===== src/rtl/cfba_pkg.sv =====
// ----------------------------------------------------------------------------
// cfba_pkg: shared types and constants of the chained free block allocator
// Field widths, list markers, result select codes and the command and status
// structs that join the controller and the datapath.
// ----------------------------------------------------------------------------
`default_nettype none

package cfba_pkg;

    localparam int unsigned BLK_W             = 10;
    localparam int unsigned ENTRY_W           = 11;
    localparam int unsigned CMP_W             = 17;
    localparam int unsigned NODE_BLOCK_MAX    = 1024;
    localparam int unsigned CACHE_ENTRIES_DEF = 32;
    localparam int unsigned DISK_BLOCKS_DEF   = 1024;

    localparam logic [ENTRY_W-1:0] END_MARK = 11'h7FF;

    localparam logic KIND_ALLOC     = 1'b0;
    localparam logic KIND_FREE      = 1'b1;
    localparam logic STATUS_OK      = 1'b0;
    localparam logic STATUS_NOSPACE = 1'b1;

    typedef enum logic [1:0] {
        RES_ZERO,
        RES_NOSPACE,
        RES_CACHE,
        RES_HEAD
    } cfba_res_sel_t;

    typedef struct packed {
        logic          latch_req;
        logic          push;
        logic          pop;
        logic          spill_start;
        logic          spill_step;
        logic          refill_start;
        logic          refill_step;
        logic          load_out;
        cfba_res_sel_t res_sel;
    } cfba_cmd_t;

    typedef struct packed {
        logic blk_in_range;
        logic count_zero;
        logic count_full;
        logic head_end;
        logic spill_last;
        logic refill_last;
        logic out_free;
    } cfba_stat_t;

endpackage

`default_nettype wire


===== src/rtl/cfba_ctrl.sv =====
// ----------------------------------------------------------------------------
// cfba_ctrl: allocator controller
// Takes one request at a time, picks push, pop, spill, refill or no action,
// sequences their sweeps and hands the result to the output register.
// ----------------------------------------------------------------------------
`default_nettype none

module cfba_ctrl
    import cfba_pkg::*;
(
    input  wire logic       clk,
    input  wire logic       rst_n,
    input  wire logic       in_valid,
    input  wire logic       in_kind,
    output logic            in_ready,
    input  wire cfba_stat_t stat,
    output cfba_cmd_t       cmd
);

    typedef enum logic [1:0] {
        ST_IDLE,
        ST_SPILL,
        ST_REFILL,
        ST_FINISH
    } state_t;

    state_t        state_reg, state_next;
    cfba_res_sel_t res_sel_reg, res_sel_next;

    assign in_ready = (state_reg == ST_IDLE);

    always_comb
    begin
        state_next   = state_reg;
        res_sel_next = res_sel_reg;

        cmd              = '0;
        cmd.res_sel      = res_sel_reg;

        unique case (state_reg)
            ST_IDLE:
            begin
                if (in_valid)
                begin
                    cmd.latch_req = 1'b1;
                    if (in_kind == KIND_FREE)
                    begin
                        res_sel_next = RES_ZERO;
                        if (!stat.blk_in_range)
                        begin
                            state_next = ST_FINISH;
                        end
                        else if (stat.count_full)
                        begin
                            cmd.spill_start = 1'b1;
                            state_next      = ST_SPILL;
                        end
                        else
                        begin
                            cmd.push   = 1'b1;
                            state_next = ST_FINISH;
                        end
                    end
                    else if (stat.count_zero)
                    begin
                        if (stat.head_end)
                        begin
                            res_sel_next = RES_NOSPACE;
                            state_next   = ST_FINISH;
                        end
                        else
                        begin
                            cmd.refill_start = 1'b1;
                            state_next       = ST_REFILL;
                        end
                    end
                    else
                    begin
                        cmd.pop      = 1'b1;
                        res_sel_next = RES_CACHE;
                        state_next   = ST_FINISH;
                    end
                end
            end
            ST_SPILL:
            begin
                cmd.spill_step = 1'b1;
                if (stat.spill_last)
                begin
                    res_sel_next = RES_ZERO;
                    state_next   = ST_FINISH;
                end
            end
            ST_REFILL:
            begin
                cmd.refill_step = 1'b1;
                if (stat.refill_last)
                begin
                    res_sel_next = RES_HEAD;
                    state_next   = ST_FINISH;
                end
            end
            ST_FINISH:
            begin
                // hold until the output register can take the result
                if (stat.out_free)
                begin
                    cmd.load_out = 1'b1;
                    state_next   = ST_IDLE;
                end
            end
            default:
            begin
                state_next = ST_IDLE;
            end
        endcase
    end

    always_ff @(posedge clk or negedge rst_n)
    begin
        if (!rst_n)
        begin
            state_reg   <= ST_IDLE;
            res_sel_reg <= RES_ZERO;
        end
        else
        begin
            state_reg   <= state_next;
            res_sel_reg <= res_sel_next;
        end
    end

endmodule

`default_nettype wire


===== config.mk =====
export PLATFORM = sky130hd
export DESIGN_NAME = cfba_ctrl
export DESIGN_NICKNAME = d
export VERILOG_FILES = /design/src/rtl/cfba_pkg.sv /design/src/rtl/cfba_ctrl.sv
export SDC_FILE = /design/constraint.sdc
export NUM_CORES = 1
export LEC_CHECK = 0
export BUFFER_PORTS_ARGS = -buffer_cell sky130_fd_sc_hd__buf_2
export CELL_PAD_IN_SITES_DETAIL_PLACEMENT = 1
export CELL_PAD_IN_SITES_GLOBAL_PLACEMENT = 1
export CORE_AREA = 4 4 41 43
export CTS_CLUSTER_DIAMETER = 200
export DETAILED_ROUTE_END_ITERATION = 12
export DIE_AREA = 0 0 45 47
export PLACE_DENSITY_LB_ADDON = 0.1
export SETUP_SLACK_MARGIN = 0.4
export SLEW_MARGIN = 10
export SYNTH_ARGS = -nofsm -noshare
export SYNTH_HDL_FRONTEND = slang
export SYNTH_SLANG_ARGS = --single-unit

===== constraint.sdc =====
create_clock -name clk -period 5.6 [get_ports clk]
set_clock_uncertainty 0.15 [all_clocks]
set_input_delay 0.28 -clock clk [delete_from_list [all_inputs] [get_ports clk]]
set_output_delay 0.28 -clock clk [all_outputs]
set_load 0.05 [all_outputs]

==> results_dict.tcl, run 1 <==
set metrics [dict create \
    worst_pin_slew_ns 0.282 \
    drive_gt1_frac 0.435 \
    clock-root-buffer "clkbuf_4" \
    grt_pass1_vias 391 \
    relSlewSlack 0.812 \
    max-vdd-ir-drop_v 0.000270 \
    wirelength_um 959 \
    num_vias 360 \
    synth-adder-area-share 0.145 \
    yosysWarnings 0 \
    netlist_area_um2 344 \
    cpPeakStageDelay_ns 0.40 \
    hold_viol_final 0 \
    avgSynthCellArea_um2 9.30 \
    r2r_slack_ns 3.62 \
    synth_cell_types 18 \
    synth_mux_area_frac 0.175 \
    maxCapViolCount 0 \
    cts_htree_levels 1 \
    r2r_cells 6 \
    finalPower_mw 0.325 \
    outcome "finished clean" \
    p_clk_frac 0.115 \
    worstSetupStartpointType "flop" \
    power_frac_seq 0.164 \
    layout_min_cycle_time_ns 2.11 \
    sw_frac_of_total 0.533 \
    crit_path_max_fanout 6 \
    drt_iter0_drc 9 \
    internal_power_mw 0.152 \
    ant_nets 0 \
    r2r_start "state_reg[0]" \
    ys_seq_elements 4 \
    max_clock_freq_mhz 473 \
    clk_latency_ns 0.24 \
    clockBufferDepth 2 \
    overflow 0 \
    final-seq-area_um2 100 \
    drc 0 \
    fin_tns_setup_ns 0 \
    fillers 169 \
    layout_commonest_cell "buf_2" \
    critPathBufInv 2 \
    antenna_cells 0 \
    fin_hold_ws_ns 0.229 \
    p_leak_nw 0.293 \
    p_sw_mw 0.173 \
    final_net_count 79 \
    comb_power_share 0.720 \
    core_um2 1300 \
    use_met3 0.0460 \
    antenna_found_initial 0 \
    cts-buffers-inserted 3 \
    synth_compound_area_frac 0.0982 \
    grtUsageMet1 0.143 \
    yosys.area_share.simple 0.225 \
    synthToLayoutAreaGrowth_pct 45.5 \
    worstReg2RegEnd "res_sel_reg[0]" \
    path_clk_slew_ns 0.04 \
    most-common-layout-cells "21 x buf_2, 6 x inv_1, 4 x ha_1, 4 x dfrtp_1" \
    cts_sinks 4 \
    setup_violations 0 \
    grt_pass1_wl_um 1660 \
    die-area_um2 2120 \
    syn-num-nets 52 \
    hold_path.class "input port to async pin" \
    ios 22 \
    grt.total_usage 0.112 \
    drv_slew 0 \
    multi_input_area_um2 221 \
    pwr_density_cell_nw_per_um2 648 \
    port-buffer-count 21 \
    worstPathRequired_ns 5.17 \
    viasPerCell 4.68 \
    avgRoutedWirePerCell_um 12.5 \
    synth_cells 37 \
    finalCritPeriodShare 0.378 \
    hpwl_um 809 \
    worst_setup_path_end_kind "primary output" \
    die_x_um 45 \
    seq_area_frac_synth 0.291 \
    start_util 0.264 \
    worstPathArrival_ns 1.68 \
    tritoncts "yes" \
    place_congestion 0.668 \
    grt_most_used_layer "met2" \
    drt_pre_antenna_iters 4 \
    grt_max_degree 7 \
    use_met2 0.155 \
    crit_type "flop to primary output" \
    crit_chain "inv_1 > ha_1 > nand2_1 > nor3_1 > buf_2" \
    synth_top_family_by_area "simple AND/OR/NAND/NOR gates" \
    synth_xor_area_frac 0 \
    critPathTopFamily "buffers and inverters" \
    rsz0062_at_grt "false" \
    die_h_um 47 \
    row_count 13 \
    cpMaxStageDelayCell "dfrtp_1" \
]
## cell type report
cell class / instances / share of cell area
multi-input combinational: 27 / 0.442
timing repair buffer: 22 / 0.230
sequential: 4 / 0.200
clock buffer: 3 / 0.0450
inverter: 6 / 0.0450
tap: 15 / 0.0375
## power by group through the flow
| stage | Clock, mW | Combinational, mW | Sequential, mW |
|---|---|---|---|
| after floorplan | 0 | 0.173 | 0.0701 |
| after global placement | 0 | 0.235 | 0.0527 |
| after detailed placement | 0 | 0.236 | 0.0541 |
| after CTS | 0.0389 | 0.238 | 0.0542 |
| after global routing | 0.0416 | 0.256 | 0.0559 |
| final | 0.0375 | 0.234 | 0.0533 |
## stage by stage
stage	setup WS (ns)	std cells	utilization	area (µm²)
2_1_floorplan	2.80	37	-	344
3_3_place_gp	3.64	73	0.360	468
3_5_place_dp	3.62	73	0.360	468
4_1_cts	3.46	77	0.385	500
5_1_grt	3.35	77	0.385	500
6_report	3.49	77	0.385	500
## synthesized netlist by cell type
master	n	area share
nor2_1	1	0.011
o31ai_1	1	0.022
inv_1	6	0.065
dfrtp_1	4	0.29
and2_1	1	0.018
nand2b_1	2	0.036
o221ai_1	1	0.025
mux2_4	2	0.087
a21oi_1	1	0.015
or3_4	1	0.033
o21ai_1	1	0.015
nor3_1	3	0.044
and4bb_1	1	0.036
nand2_1	3	0.033
mux2i_1	3	0.087
ha_1	4	0.15
nand3_1	1	0.015
o21bai_1	1	0.022
## layer usage
metal / vias to the layer above / share of wire
met3: 2 / 0.10
met2: 21 / 0.38
met5: - / 0
met4: 0 / 0.013
met1: 160 / 0.50
li1: 177 / -
## repair_timing
item	CTS	global route
resized for setup	0	0
setup buffers	0	0
endpoints found under the hold margin	4	0
hold buffers	1	0
## cell families after synthesis
logic type      count (synthesis)
buf+inv                         6
compound gates                  5
flops                           4
simple gates                   13
fa+ha+maj                       4
mux                             5
## how the worst max path moves through the flow
stage / start / end / slack, ns / depth (start not counted)
after detailed placement: state_reg[0] / res_sel_reg[1] / 3.62 / 6
final: state_reg[0] / cmd[8] / 3.49 / 5
after CTS: state_reg[0] / cmd[8] / 3.46 / 5
after floorplan: state_reg[0] / cmd[4] / 2.80 / 4
after global placement: state_reg[0] / res_sel_reg[1] / 3.64 / 6
after global routing: state_reg[0] / cmd[8] / 3.35 / 5
(Power assumes the default switching activity.)
==> inputs of run 2 (changes only) <==
Settings changed: ABC_AREA set to 1, CORE_AREA 4 4 41 43 to unset, CORE_MARGIN set to 4, CORE_UTILIZATION set to 26, DIE_AREA 0 0 45 47 to unset.
Clock period 5.6 ns to 1.95 ns, I/O delays scaled along.
==> results_dict.tcl, run 2 <==
set metrics [dict create \
    port-buffer-count 21 \
    wirelength_um 1440 \
    die_x_um 47.5 \
    max_clock_freq_mhz 650 \
    tritoncts "yes" \
    overflow 0 \
    critPathBufInv 2 \
    dp.cells 103 \
    synthTopCellsByCount "28 x nand2_1, 12 x inv_1, 5 x nand3_1" \
    drc 0 \
    drv_slew 0 \
    cts_sinks 4 \
    ios 22 \
    core_um2 1380 \
    synthArstFlopShare 1.00 \
    hold_viol_final 0 \
    netlist_area_um2 405 \
    drt_pre_antenna_iters 4 \
    ant_nets 0 \
    avgRoutedWirePerCell_um 13.0 \
    relSlewSlack 0.833 \
    finalPower_mw 1.25 \
    ys_top_cells_by_area "nand2_1 26%, dfrtp_1 25%, ha_1 12%, inv_1 11%, nand3_1 6.2%" \
    grt_pass1_vias 541 \
    ys_seq_elements 4 \
    grt_max_degree 7 \
    power_frac_seq 0.120 \
    synthToLayoutAreaGrowth_pct 73.1 \
    start_util 0.293 \
    seq_area_frac_synth 0.247 \
    p_clk_frac 0.083 \
    num_vias 508 \
    outcome "finished clean" \
    crit_path_max_fanout 5 \
    hpwl_um 1080 \
    cts-buffers-inserted 3 \
    finalCritPeriodShare 0.788 \
    grt_pass1_wl_um 2170 \
    maxCapViolCount 0 \
    dp_slack_ns 0.460 \
    critPathTopFamily "flip-flops" \
    p_leak_nw 0.416 \
    row_count 13 \
    synth_top_area_frac 0.259 \
    worstSetupStartpointType "flop" \
    clock-root-buffer "clkbuf_4" \
    drive_gt1_frac 0.510 \
    synth_cells 67 \
    cpPeakStageDelay_ns 0.41 \
    setup_violations 0 \
    drt_iter0_drc 9 \
    instances_no_fill 111 \
    synth_cell_types 14 \
    synth.largest_area_cell "nand2_1" \
    avgSynthCellArea_um2 6.05 \
    yosysWarnings 0 \
    clk_latency_ns 0.23 \
    final_net_count 113 \
    internal_power_mw 0.533 \
    most-common-layout-cells "25 x nand2_1, 13 x buf_2, 9 x inv_1" \
    worstPathArrival_ns 1.29 \
    die_h_um 47.5 \
    grt.total_usage 0.139 \
    viasPerCell 4.58 \
    layout_commonest_cell "nand2_1" \
    syn-num-nets 82 \
    clockBufferDepth 2 \
    pwr_density_cell_nw_per_um2 1780 \
    finalWorstSetupSlack_ns 0.413 \
    antenna_cells 0 \
    comb_power_share 0.798 \
    p_sw_mw 0.714 \
    layout_min_cycle_time_ns 1.54 \
    yosysMostFrequentCell "nand2_1" \
    worst_setup_path_end_kind "primary output" \
    synth_edf_count 0 \
    die-area_um2 2250 \
    sw_frac_of_total 0.572 \
    worstPathRequired_ns 1.70 \
    place_congestion 0.738 \
    final_core_util 0.508 \
    rsz0062_at_grt "true" \
    fin_tns_setup_ns 0 \
    cpMaxStageDelayCell "dfrtp_1" \
    path_clk_slew_ns 0.04 \
    cts_htree_levels 1 \
    worst_pin_slew_ns 0.252 \
    max-vdd-ir-drop_v 0.000536 \
    synth_ff_type "dfrtp_1" \
    crit_type "flop to primary output" \
    antenna_found_initial 0 \
    hold_path.class "input port to async pin" \
    crit_chain "inv_2 > ha_4 > nand2_4 > nor3_4 > buf_6" \
]
==> run 2: changes by cell type after synthesis, sizes merged, moves of 2 or more <==
cell	before	now
inv	6	14
mux2	2	0
mux2i	3	0
nand2	3	29
nand2b	2	0
nand3	1	6
nor2	1	6
==> run 2: area by class of cell <==
cell class | count | area (µm²)
Fill cell | 186 | 681
Multi-Input combinational cell | 49 | 328
Timing Repair Buffer | 26 | 180
Sequential cell | 4 | 100
Inverter | 14 | 52.6
Clock buffer | 3 | 22.5
Tap cell | 15 | 18.8
==> run 2: worst register-to-register path: stages (launching register included) <==
cell and delay, ns:
dfrtp_1 0.39, inv_2 0.08, ha_4 0.17, buf_4 0.15, nand2_1 0.10, nand2_1 0.10
nor2_4 0.14, nand3_1 0.08, nand2_1 0.07
==> run 2: stage by stage <==
| step | area [µm²] | hold WS, ns |
|---|---|---|
| 5_1_grt | 702 | 0.0558 |
| 3_3_place_gp | 579 | -0.245 |
| 2_1_floorplan | 455 | -0.348 |
| 4_1_cts | 656 | 0.0483 |
| 3_5_place_dp | 579 | -0.239 |
| 6_report | 702 | 0.0490 |
==> run 2: what timing repair did <==
item / in CTS / in global routing
pin swaps: 2 / 1
gates resized for setup: 5 / 16
hold buffers: 1 / 0
endpoints found under the hold margin: 4 / 0
endpoints found under the setup margin: 5 / 12
buffers inserted: 4 / 0
==> run 2: metal layers <==
layer,vias up,part of all wire,GRT usage
met5,-,0,0
met4,0,0,0.0331
met3,0,0.039,0.0338
met2,12,0.59,0.283
met1,236,0.37,0.136
li1,260,-,-
==> run 2: kinds of logic after synthesis <==
| kind of cell | Yosys count | share of synthesized area |
|---|---|---|
| AOI/OAI and AO/OA | 2 | 0.0339 |
| adders and majority gates | 4 | 0.123 |
| buffers and inverters | 14 | 0.130 |
| DFF | 4 | 0.247 |
| and+or+nand+nor | 43 | 0.466 |
==> run 2: power by group through the flow <==
stage | clock [mW] | sequential, mW | combinational [mW]
CTS | 0.106 | 0.148 | 0.916
finish | 0.103 | 0.149 | 0.995
global placement | 0 | 0.155 | 0.817
detailed placement | 0 | 0.159 | 0.838
floorplan | 0 | 0.203 | 0.619
global route | 0.115 | 0.151 | 1.08
==> run 2: path summary, 6_finish.rpt <==
| kind | from | endpoint | slack (ns) | cells after the start |
|---|---|---|---|---|
| worst max-delay path | state_reg[0] | cmd[8] | 0.41 | 5 |
| worst max register to register | state_reg[0] | res_sel_reg[1] | 0.45 | 8 |
| worst min register to register | res_sel_reg[0] | res_sel_reg[0] | 0.32 | 2 |
| min in group clk | stat[3] | res_sel_reg[0] | 0.10 | 5 |
| max in group asynchronous | rst_n | res_sel_reg[1] | 1.47 | 2 |
| worst min-delay path | rst_n | state_reg[1] | 0.05 | 2 |
==> inputs of run 3 (changes only) <==
Settings changed: CORE_UTILIZATION 26 to 24.
Clock period 1.95 ns to 1.4 ns, I/O delays scaled along.
==> results_dict.tcl, run 3 (synthesized netlist as in run 2, its figures left out) <==
set metrics [dict create \
    outcome "finished with violations" \
    violations "negative setup slack" \
    hold_path.class "input port to async pin" \
    ios 22 \
    pwr_density_cell_nw_per_um2 2600 \
    grt_pass1_vias 586 \
    finalWorstSetupSlack_ns -0.143 \
    p_leak_nw 0.479 \
    crit_path_max_fanout 5 \
    relSlewSlack 0.888 \
    drive_gt1_frac 0.676 \
    tritoncts "yes" \
    viasPerCell 4.55 \
    layout_commonest_cell "nand2_1" \
    fillers 190 \
    final_net_count 119 \
    die_x_um 49.1 \
    cts_sinks 4 \
    clk_latency_ns 0.25 \
    port-buffer-count 21 \
    overflow 0 \
    grt_max_degree 7 \
    antenna_cells 0 \
    cts_htree_levels 1 \
    die_h_um 49.1 \
    grt.total_usage 0.137 \
    crit_type "flop to primary output" \
    drv_slew 0 \
    drt_iter0_drc 2 \
    start_util 0.260 \
    layout_min_cycle_time_ns 1.54 \
    worstSetupStartpointType "flop" \
    grt_pass1_wl_um 2520 \
    setup_violations 12 \
    die-area_um2 2410 \
    synthToLayoutAreaGrowth_pct 123 \
    worst_setup_path_end_kind "primary output" \
    hold_viol_final 0 \
    max-vdd-ir-drop_v 0.000943 \
    core_um2 1560 \
    wirelength_um 1770 \
    worstPathArrival_ns 1.32 \
    dp_slack_ns -0.0688 \
    worstPathRequired_ns 1.18 \
    rsz0062_at_grt "true" \
    row_count 14 \
    finalCritPeriodShare 1.10 \
    max_clock_freq_mhz 648 \
    avgRoutedWirePerCell_um 15.0 \
    drc 0 \
    clock-root-buffer "clkbuf_4" \
    num_vias 537 \
    final_core_util 0.579 \
    hpwl_um 1120 \
    place_congestion 0.690 \
    worst_pin_slew_ns 0.168 \
    ant_nets 0 \
    maxCapViolCount 0 \
    drt_pre_antenna_iters 2 \
    path_clk_slew_ns 0.04 \
    fin_hold_ws_ns 0.0328 \
    most-common-layout-cells "17 x nand2_1, 10 x buf_2, 9 x buf_4" \
    clockBufferDepth 2 \
    cts-buffers-inserted 3 \
    antenna_found_initial 0 \
]
run 3: changes by cell type in the layout (fill, tap and decap cells not counted), sizes merged:
cell,previous run,this run
buf,23,31
clkbuf,5,3
run 3: critical path: stages, from the launching register on:
cell     delay (ns)
dfrtp_2        0.43
inv_2          0.09
ha_4           0.18
nand2_8        0.08
nor3_4         0.12
buf_6          0.18
run 3: power by group:
part | internal [mW] | switching (mW) | total (mW)
logic | 0.846 | 1.12 | 1.97
registers | 0.175 | 0.0513 | 0.227
clock network | 0.0966 | 0.0589 | 0.155
run 3: cell type report:
| cell class | instances | area, µm² | share of cell area |
|---|---|---|---|
| multi-input combinational | 49 | 418 | 0.463 |
| timing repair buffer | 32 | 283 | 0.313 |
| sequential | 4 | 101 | 0.112 |
| inverter | 14 | 57.6 | 0.0638 |
| clock buffer | 3 | 22.5 | 0.0250 |
| tap | 16 | 20.0 | 0.0222 |
run 3: per-layer routing:
metal	wire, µm	global-route usage	up-vias
met4	31	0.0427	0
met5	0	0	-
met2	1050	0.266	13
met3	59	0.0489	4
li1	-	-	269
met1	626	0.132	251
run 3: timing repair:
item | in CTS | in global routing
pin swaps | 4 | 13
setup endpoints to repair | 15 | 15
setup buffers | 3 | 5
gates resized for setup | 31 | 27
hold buffers | 1 | 0
endpoints found under the hold margin | 4 | 0
run 3: path summary, 6_finish.rpt:
path	startpoint	to	slack, ns	depth (start not counted)
max	state_reg[0]	cmd[8]	-0.14	5
min	rst_n	state_reg[1]	0.03	2
max reg2reg	state_reg[0]	res_sel_reg[0]	-0.09	9
min reg2reg	res_sel_reg[0]	res_sel_reg[0]	0.36	2
max in group asynchronous	rst_n	res_sel_reg[1]	0.93	2
min in group clk	stat[3]	res_sel_reg[0]	0.07	5
run 3: per-stage QoR:
| stage | power (mW) | cells | area, µm² | TNS (ns) |
|---|---|---|---|---|
| after CTS | 1.86 | 113 | 751 | -1.07 |
| after global placement | 1.40 | 106 | 598 | -0.0824 |
| after floorplan | 1.15 | 67 | 458 | -0.790 |
| after global routing | 2.53 | 118 | 902 | -1.99 |
| final | 2.35 | 118 | 902 | -1.16 |
| after detailed placement | 1.44 | 106 | 598 | -0.217 |
